<file path="src/rtl/bta_pkg.sv">
// Shared types and constants for the bakery ticket arbiter.
package bta_pkg;

   // Request channel field widths.
   localparam int FUNC_W      = 1;
   localparam int THREAD_ID_W = 3;
   localparam int REQ_DATA_W  = 8;

   // Response channel field widths and packing.
   localparam int OWNER_ID_W  = 3;
   localparam int TICKET_W    = 16;
   localparam int RSP_DATA_W  = 24;
   localparam int RSP_USED_W  = 1 + OWNER_ID_W + TICKET_W + 1 + 1;

   // Configuration port.
   localparam int CSR_ADDR_W        = 3;
   localparam int CSR_DATA_W        = 32;
   localparam int THREAD_COUNT_W    = 4;
   localparam logic [THREAD_COUNT_W-1:0] THREAD_COUNT_RESET = 4'd8;

   // Register index taken from the word address.
   localparam logic [CSR_ADDR_W-3:0] REG_THREAD_COUNT = 1'b0;

   // Request kinds carried in tuser.
   typedef enum logic [FUNC_W-1:0] {
      FUNC_REQUEST = 1'b0,
      FUNC_RELEASE = 1'b1
   } func_type;

endpackage

</file>
<file path="src/rtl/bakery_ticket_arbiter_top.sv">
// Bakery ticket arbiter: first-come-first-served lock arbitration over a ticket table.
//
// Each request-channel transaction is a lock request or release from one requester
// and produces one response transaction that reports the current owner (the wanting
// requester with the least ticket, ties to the lower number), the ticket given by a
// request, and flags for ignored requesters and saturated tickets. The ticket and
// wanting tables live in single-port synchronous RAMs and are swept one entry per
// cycle through the single read port, which serves both the largest-ticket scan and
// the owner scan. A new transaction is taken while the previous response still waits
// in the output register. Tables read as zero after reset through per-entry valid
// bits, so no clearing pass is needed.
module bakery_ticket_arbiter_top
   import bta_pkg::*;
#(
   parameter int MAX_THREADS = 8,
   parameter int LABEL_BITS  = 16
) (
   input  logic                      clock,
   input  logic                      reset,
   // Request channel.
   input  logic                      req_tvalid,
   output logic                      req_tready,
   input  logic [REQ_DATA_W-1:0]     req_tdata,  // [2:0] thread_id, [7:3] zero
   input  logic [FUNC_W-1:0]         req_tuser,  // [0] func
   // Response channel.
   output logic                      rsp_tvalid,
   input  logic                      rsp_tready,
   // [0] owner_valid, [3:1] owner_id, [19:4] ticket_given, [20] ignored,
   // [21] ticket_saturated, [23:22] zero
   output logic [RSP_DATA_W-1:0]     rsp_tdata,
   // Configuration port.
   input  logic                      psel,
   input  logic                      penable,
   input  logic                      pwrite,
   input  logic [CSR_ADDR_W-1:0]     paddr,
   input  logic [CSR_DATA_W-1:0]     pwdata,
   output logic [CSR_DATA_W-1:0]     prdata,
   output logic                      pready
);

   localparam int IDX_W = $clog2(MAX_THREADS);
   localparam int CNT_W = $clog2(MAX_THREADS + 1);
   localparam logic [LABEL_BITS-1:0] LABEL_MAX = {LABEL_BITS{1'b1}};

   typedef enum logic [2:0] {
      ST_IDLE,
      ST_MAX_SCAN,
      ST_WRITE,
      ST_OWN_SCAN,
      ST_DONE
   } state_type;

   state_type               state_ff;
   logic [THREAD_COUNT_W-1:0] thread_count_ff;

   // Latched transaction.
   func_type                func_ff;
   logic [IDX_W-1:0]        tid_ff;
   logic [CNT_W-1:0]        n_ff;
   logic                    ign_ff;

   // Scan control and accumulators.
   logic [CNT_W-1:0]        issue_ff;
   logic                    pend_ff;
   logic [IDX_W-1:0]        pend_idx_ff;
   logic [LABEL_BITS-1:0]   top_ff;
   logic [LABEL_BITS-1:0]   given_ff;
   logic                    sat_ff;
   logic                    found_ff;
   logic [IDX_W-1:0]        best_ff;
   logic [LABEL_BITS-1:0]   best_tick_ff;

   // Output register.
   logic                    rsp_tvalid_ff;
   logic [RSP_DATA_W-1:0]   rsp_tdata_ff;

   // Memories and their valid bits.
   logic [LABEL_BITS-1:0]   ticket_mem [MAX_THREADS];
   logic                    want_mem   [MAX_THREADS];
   logic [MAX_THREADS-1:0]  tick_vld_ff;
   logic [MAX_THREADS-1:0]  want_vld_ff;
   logic [LABEL_BITS-1:0]   rd_tick_ff;
   logic                    rd_want_ff;
   logic                    rd_tick_vld_ff;
   logic                    rd_want_vld_ff;

   logic [IDX_W-1:0]        rd_addr;
   logic [LABEL_BITS-1:0]   tick_eff;
   logic                    want_eff;
   logic                    issue_more;
   logic                    scan_done;
   logic [CNT_W-1:0]        n_in;
   logic [IDX_W-1:0]        tid_in;
   logic                    ign_in;
   logic [LABEL_BITS-1:0]   given_in;
   logic                    sat_in;
   logic                    csr_wr;
   logic                    rsp_load;

   // Configuration register access.
   assign pready = 1'b1;
   assign csr_wr = psel & penable & pwrite;
   always_comb begin
      prdata = '0;
      if (paddr[CSR_ADDR_W-1:2] == REG_THREAD_COUNT) begin
         prdata = CSR_DATA_W'(thread_count_ff);
      end
   end

   always_ff @(posedge clock) begin
      if (reset) begin
         thread_count_ff <= THREAD_COUNT_RESET;
      end else if (csr_wr && paddr[CSR_ADDR_W-1:2] == REG_THREAD_COUNT) begin
         thread_count_ff <= pwdata[THREAD_COUNT_W-1:0];
      end
   end

   // Decode of the incoming transaction.
   assign n_in   = (32'(thread_count_ff) < 32'(MAX_THREADS)) ?
                   CNT_W'(thread_count_ff) : CNT_W'(MAX_THREADS);
   assign tid_in = IDX_W'(req_tdata[THREAD_ID_W-1:0]);
   assign ign_in = 32'(req_tdata[THREAD_ID_W-1:0]) >= 32'(n_in);

   // Next ticket, held at the label maximum.
   assign sat_in   = (top_ff == LABEL_MAX);
   assign given_in = sat_in ? LABEL_MAX : top_ff + 1'b1;

   // Sweep control: one table read issued per cycle, its data registered for the next cycle.
   assign rd_addr    = issue_ff[IDX_W-1:0];
   assign issue_more = issue_ff < n_ff;
   assign scan_done  = !issue_more && !pend_ff;
   assign tick_eff   = rd_tick_vld_ff ? rd_tick_ff : '0;
   assign want_eff   = rd_want_vld_ff & rd_want_ff;

   // The response register loads once the sweep is done and its slot is free.
   assign rsp_load = (state_ff == ST_DONE) && (!rsp_tvalid_ff || rsp_tready);

   assign req_tready = (state_ff == ST_IDLE);
   assign rsp_tvalid = rsp_tvalid_ff;
   assign rsp_tdata  = rsp_tdata_ff;

   // Table memories: written in the write step, read every cycle.
   always_ff @(posedge clock) begin
      if (state_ff == ST_WRITE && func_ff == FUNC_REQUEST) begin
         ticket_mem[tid_ff] <= given_in;
      end
      if (state_ff == ST_WRITE) begin
         want_mem[tid_ff] <= (func_ff == FUNC_REQUEST);
      end
      rd_tick_ff <= ticket_mem[rd_addr];
      rd_want_ff <= want_mem[rd_addr];
   end

   // Valid bits make unwritten entries read as zero after reset.
   always_ff @(posedge clock) begin
      if (reset) begin
         tick_vld_ff    <= '0;
         want_vld_ff    <= '0;
         rd_tick_vld_ff <= 1'b0;
         rd_want_vld_ff <= 1'b0;
      end else begin
         if (state_ff == ST_WRITE && func_ff == FUNC_REQUEST) begin
            tick_vld_ff[tid_ff] <= 1'b1;
         end
         if (state_ff == ST_WRITE) begin
            want_vld_ff[tid_ff] <= 1'b1;
         end
         rd_tick_vld_ff <= tick_vld_ff[rd_addr];
         rd_want_vld_ff <= want_vld_ff[rd_addr];
      end
   end

   // Sequencer with its registered outputs.
   always_ff @(posedge clock) begin
      if (reset) begin
         state_ff      <= ST_IDLE;
         rsp_tvalid_ff <= 1'b0;
         issue_ff      <= '0;
         pend_ff       <= 1'b0;
      end else begin
         if (rsp_tvalid_ff && rsp_tready && !rsp_load) begin
            rsp_tvalid_ff <= 1'b0;
         end
         unique case (state_ff)
            ST_IDLE: begin
               if (req_tvalid) begin
                  func_ff      <= func_type'(req_tuser);
                  tid_ff       <= tid_in;
                  n_ff         <= n_in;
                  ign_ff       <= ign_in;
                  issue_ff     <= '0;
                  pend_ff      <= 1'b0;
                  top_ff       <= '0;
                  given_ff     <= '0;
                  sat_ff       <= 1'b0;
                  found_ff     <= 1'b0;
                  best_ff      <= '0;
                  best_tick_ff <= '0;
                  if (ign_in) begin
                     state_ff <= ST_OWN_SCAN;
                  end else if (func_type'(req_tuser) == FUNC_REQUEST) begin
                     state_ff <= ST_MAX_SCAN;
                  end else begin
                     state_ff <= ST_WRITE;
                  end
               end
            end
            ST_MAX_SCAN: begin
               // Largest ticket among the active entries.
               if (issue_more) begin
                  issue_ff <= issue_ff + 1'b1;
               end
               pend_ff     <= issue_more;
               pend_idx_ff <= rd_addr;
               if (pend_ff && tick_eff > top_ff) begin
                  top_ff <= tick_eff;
               end
               if (scan_done) begin
                  state_ff <= ST_WRITE;
               end
            end
            ST_WRITE: begin
               if (func_ff == FUNC_REQUEST) begin
                  given_ff <= given_in;
                  sat_ff   <= sat_in;
               end
               issue_ff <= '0;
               pend_ff  <= 1'b0;
               state_ff <= ST_OWN_SCAN;
            end
            ST_OWN_SCAN: begin
               // Wanting entry with the least ticket; strict compare keeps the lower number.
               if (issue_more) begin
                  issue_ff <= issue_ff + 1'b1;
               end
               pend_ff     <= issue_more;
               pend_idx_ff <= rd_addr;
               if (pend_ff && want_eff && (!found_ff || tick_eff < best_tick_ff)) begin
                  found_ff     <= 1'b1;
                  best_ff      <= pend_idx_ff;
                  best_tick_ff <= tick_eff;
               end
               if (scan_done) begin
                  state_ff <= ST_DONE;
               end
            end
            ST_DONE: begin
               if (rsp_load) begin
                  rsp_tvalid_ff <= 1'b1;
                  rsp_tdata_ff  <= RSP_DATA_W'({sat_ff, ign_ff, TICKET_W'(given_ff),
                                                OWNER_ID_W'(found_ff ? best_ff : '0),
                                                found_ff});
                  state_ff      <= ST_IDLE;
               end
            end
            default: state_ff <= ST_IDLE;
         endcase
      end
   end

   // An ignored transaction never reaches the table write.
   a_ignored_no_write: assert property (@(posedge clock) disable iff (reset)
      (state_ff == ST_WRITE) |-> !ign_ff)
      else $error("table write for an ignored transaction");

   // The sweep never runs past the active requester count.
   a_scan_bound: assert property (@(posedge clock) disable iff (reset)
      (state_ff == ST_MAX_SCAN || state_ff == ST_OWN_SCAN) |-> (issue_ff <= n_ff))
      else $error("table sweep ran past the active count");

   // An ignored response carries neither a ticket nor a saturation flag.
   a_ignored_clean: assert property (@(posedge clock) disable iff (reset)
      (rsp_tvalid_ff && rsp_tdata_ff[20]) |-> (rsp_tdata_ff[19:4] == '0 && !rsp_tdata_ff[21]))
      else $error("ignored response carries a ticket");

   // A saturated ticket is the label maximum.
   a_sat_max: assert property (@(posedge clock) disable iff (reset)
      (rsp_tvalid_ff && rsp_tdata_ff[21]) |-> (rsp_tdata_ff[19:4] == TICKET_W'(LABEL_MAX)))
      else $error("saturated ticket differs from the label maximum");

endmodule

</file>
<file path="config.mk">
export PLATFORM = sky130hd
export DESIGN_NAME = bakery_ticket_arbiter_top
export DESIGN_NICKNAME = d
export VERILOG_FILES = /design/src/rtl/bta_pkg.sv /design/src/rtl/bakery_ticket_arbiter_top.sv
export SDC_FILE = /design/constraint.sdc
export NUM_CORES = 1
export LEC_CHECK = 0
export ABC_AREA = 0
export BUFFER_PORTS_ARGS = -buffer_cell sky130_fd_sc_hd__buf_2
export CAP_MARGIN = 20
export CORE_UTILIZATION = 40
export CTS_CLUSTER_DIAMETER = 60
export DETAILED_ROUTE_END_ITERATION = 6
export PLACE_DENSITY = 0.58
export SLEW_MARGIN = 40
export SYNTH_ARGS = -nofsm -noshare
export SYNTH_HDL_FRONTEND = slang
export SYNTH_SLANG_ARGS = --single-unit
</file>
<file path="constraint.sdc">
create_clock -name clock -period 6.45 [get_ports clock]
set_input_delay 0.9675 -clock clock [delete_from_list [all_inputs] [get_ports clock]]
set_output_delay 0.9675 -clock clock [all_outputs]
set_load 0.05 [all_outputs]
</file>
==> reports/results.ini <==
[global_route]
grt_pass1_vias=5905
antenna_found_initial=0
grt_usage=0.1533
grt_remaining_overflow=0
grt.met1_usage=0.2129
use_met2=0.2490
grt_max_degree=45
grt_pass1_wl_mm=33.75
grt-busiest-layer=met2
grt_use_met3=0.02221

[setup_path]
worst-endpoint-required_ns=5.48
path_max_fanout=12
cp_top_family=simple AND/OR/NAND/NOR gates
critPathLaunchType=flip-flop
worstReg2RegStart=top_ff[0]
rr_endpoint=given_ff[6]
cpPeakStageDelay_ns=0.43
cp_cell_sequence=or2_2 -> nor2_1 -> buf_2
end_kind=output pin
r2r.worst_path.cells=6
rrSetupSlack_ns=3.60
crit_buf_inv=1
path_class=reg2out
cp.arrival_ns=2.00
cp.depth=3
cp_slowest_cell=dfxtp_1

[die]
die_area_um2=29250
rows=61
fp.dieW_um=171.0
initial_core_util=0.4092
io_pins=110
die_h_um=171.0
core_um2=27930

[timing]
slew_violations=0
worstMarginPinSlew_ns=0.7463
rsz0062_at_grt=false
finalCriticalPeriod_ns=2.965
tns_ns=0
fin_skew_ns=0.01056
timing.fmax_mhz=337.3
finalSetupViolCount=0
whs_ns=0.4115
finalHoldViolations=0
slew_headroom=0.4896
layout_worst_path_cycle_share=0.4597

[final_layout]
drive_above_1_share=0.1995
ff_latch_area_um2=7660
areaGrowthSynthToFinish_pct=13.18
layout.nets=928
post-route-util=0.4631
fill_cells=2472
diodes=0
stdcell_count=1240
stdcell_area_um2=12940
multi_input_area_um2=3336

[cts]
clockRootBuffer=clkbuf_16
clk_pin_slew_worst_paths_ns=0.06
clkSinkCount=271
clock_latency_ns=0.53
cts_resized=0
cts_tree=done
cts_setup_buffers=0
clockBufferDepth=3
cts_max_level=1
cts_hold_buf=0
cts_inserted_buffers=27

[route]
postRouteAntennaNets=0
post_drt_via_cell_ratio=4.947
drc=0
drtPass1Iterations=4
drt-wirelength-per-cell_um=17.55
num_vias=6134
drt_iter0_drc=383
drt_wl_total_mm=21.76

[synthesis]
yosys_warnings=0
synthTopCellsByCount=edfxtp_1 (223), nor2_1 (62), inv_1 (60)
synthCells=785
ys_seq_area_frac=0.6700
yosysMostFrequentCell=edfxtp_1
synth_area_leader_cell=edfxtp_1
synth_area_per_cell_um2=14.56
synth.distinct_cells=48
synth-edff-count=223
ys_seq_elements=271
synthTopCellsByArea=edfxtp_1 (59%), dfxtp_1 (8.4%), mux4_2 (7.5%)
synth_flop_cell=edfxtp_1
netlist_area_um2=11430
synth_top_area_frac=0.5859
synthArstFlopShare=0

[min_path]
hold_end=rsp_tdata[15]
whs_path_depth=0
hp-class=reg2reg
hold_start=given_ff[11]

[place]
placed_cell_area_um2=12010
port-buffer-count=43
dp.cells=1190
dpl.hpwl_mm=13.76
gp_congestion=0.7783

[run_status]
status=finished clean

[run]
cap_violations=0

[pwr]
seqPwrFrac=0.485
p_per_area_nw_per_um2=348.7
p_int_mw=3.318
comb_power_share=0.159
clkPwrFrac=0.356
leakage_nw=4.900
p_sw_mw=1.193
ir_drop_v=0.0001891
switching_share=0.2645

==> power by group through the flow <==
stage | registers [mW] | logic, mW | clock network [mW]
after floorplan | 2.19 | 0.581 | 0
after global placement | 2.22 | 0.720 | 0
after detailed placement | 2.22 | 0.728 | 0
after CTS | 2.19 | 0.732 | 1.63
after global routing | 2.20 | 0.799 | 1.71
final | 2.19 | 0.719 | 1.60
==> per-stage QoR <==
step,setup WS [ns],total power [mW]
after detailed placement,3.362,2.952
final,3.485,4.511
after floorplan,3.184,2.771
after CTS,3.434,4.554
after global placement,3.070,2.943
after global routing,3.366,4.711
==> worst max path at each step <==
stage,from,endpoint
global route,state_ff[0],req_tready
floorplan,reset,best_ff[0]
finish,state_ff[0],req_tready
CTS,state_ff[0],req_tready
global placement,reset,best_tick_ff[5]
detailed placement,reset,best_tick_ff[5]
==> cell type report <==
| type | count | area share |
|---|---|---|
| multi-input combinational | 424 | 0.2579 |
| tap | 378 | 0.03656 |
| timing repair buffer | 56 | 0.02447 |
| sequential | 271 | 0.5921 |
| inverter | 61 | 0.01770 |
| clock inverter | 14 | 0.01219 |
| clock buffer | 36 | 0.05910 |
==> logic make-up (layout without fill, tap and decap cells) <==
logic type,count (synthesis),count (layout),synth area share
DFF,271,271,0.6700
and+or+nand+nor,197,197,0.08330
buffers and inverters,119,167,0.05057
AOI/OAI and AO/OA,83,83,0.04642
muxes,66,66,0.1013
adders and majority gates,36,36,0.03941
xor gates and xnor gates,11,11,0.008429
other,2,31,0.0006571
==> registers in the layout, indices dropped and copies added (netlist names), 3 cells and up <==
| signal | cells |
|---|---|
| ticket_mem | 128 |
| rsp_tdata | 22 |
| best_tick_ff | 16 |
| given_ff | 16 |
| rd_tick_ff | 16 |
| top_ff | 16 |
| tick_vld_ff | 8 |
| want_mem | 8 |
| want_vld_ff | 8 |
| issue_ff | 4 |
| n_ff | 4 |
| thread_count_ff | 4 |
| best_ff | 3 |
| pend_idx_ff | 3 |
| state_ff | 3 |
| tid_ff | 3 |
==> cell usage in the layout (no fill, tap or decap), types with 6 or more instances in the layout <==
cell type    n
xnor2_1     10
buf_4       12
ha_1        36
edfxtp_1   223
nand2b_1     7
dfxtp_1     46
nor2b_1     10
inv_1       60
nand3_1     11
buf_2       43
and2_1       9
a21oi_1     33
clkinv_2     7
mux2_2      17
mux2i_1      9
o21ai_0      8
nand4_1      6
nor3_1       9
mux4_2      38
nand2_1     50
clkbuf_16   27
and3_1      11
o21a_1      16
nor2_1      61
conb_1      31
==> routing by layer <==
metal,vias up,part of all wire
met5,-,0
met4,0,0.022
met3,37,0.039
met2,128,0.47
met1,3023,0.47
li1,2946,-
==> worst register-to-register path, stage by stage (launching register included) <==
cell and delay [ns]:
edfxtp_1 0.53, ha_1 0.35, and2_1 0.20, and4_1 0.24
nand2_1 0.57, o21ai_1 0.45, nor2b_1 0.26
Power figures use the tool's default switching activity.
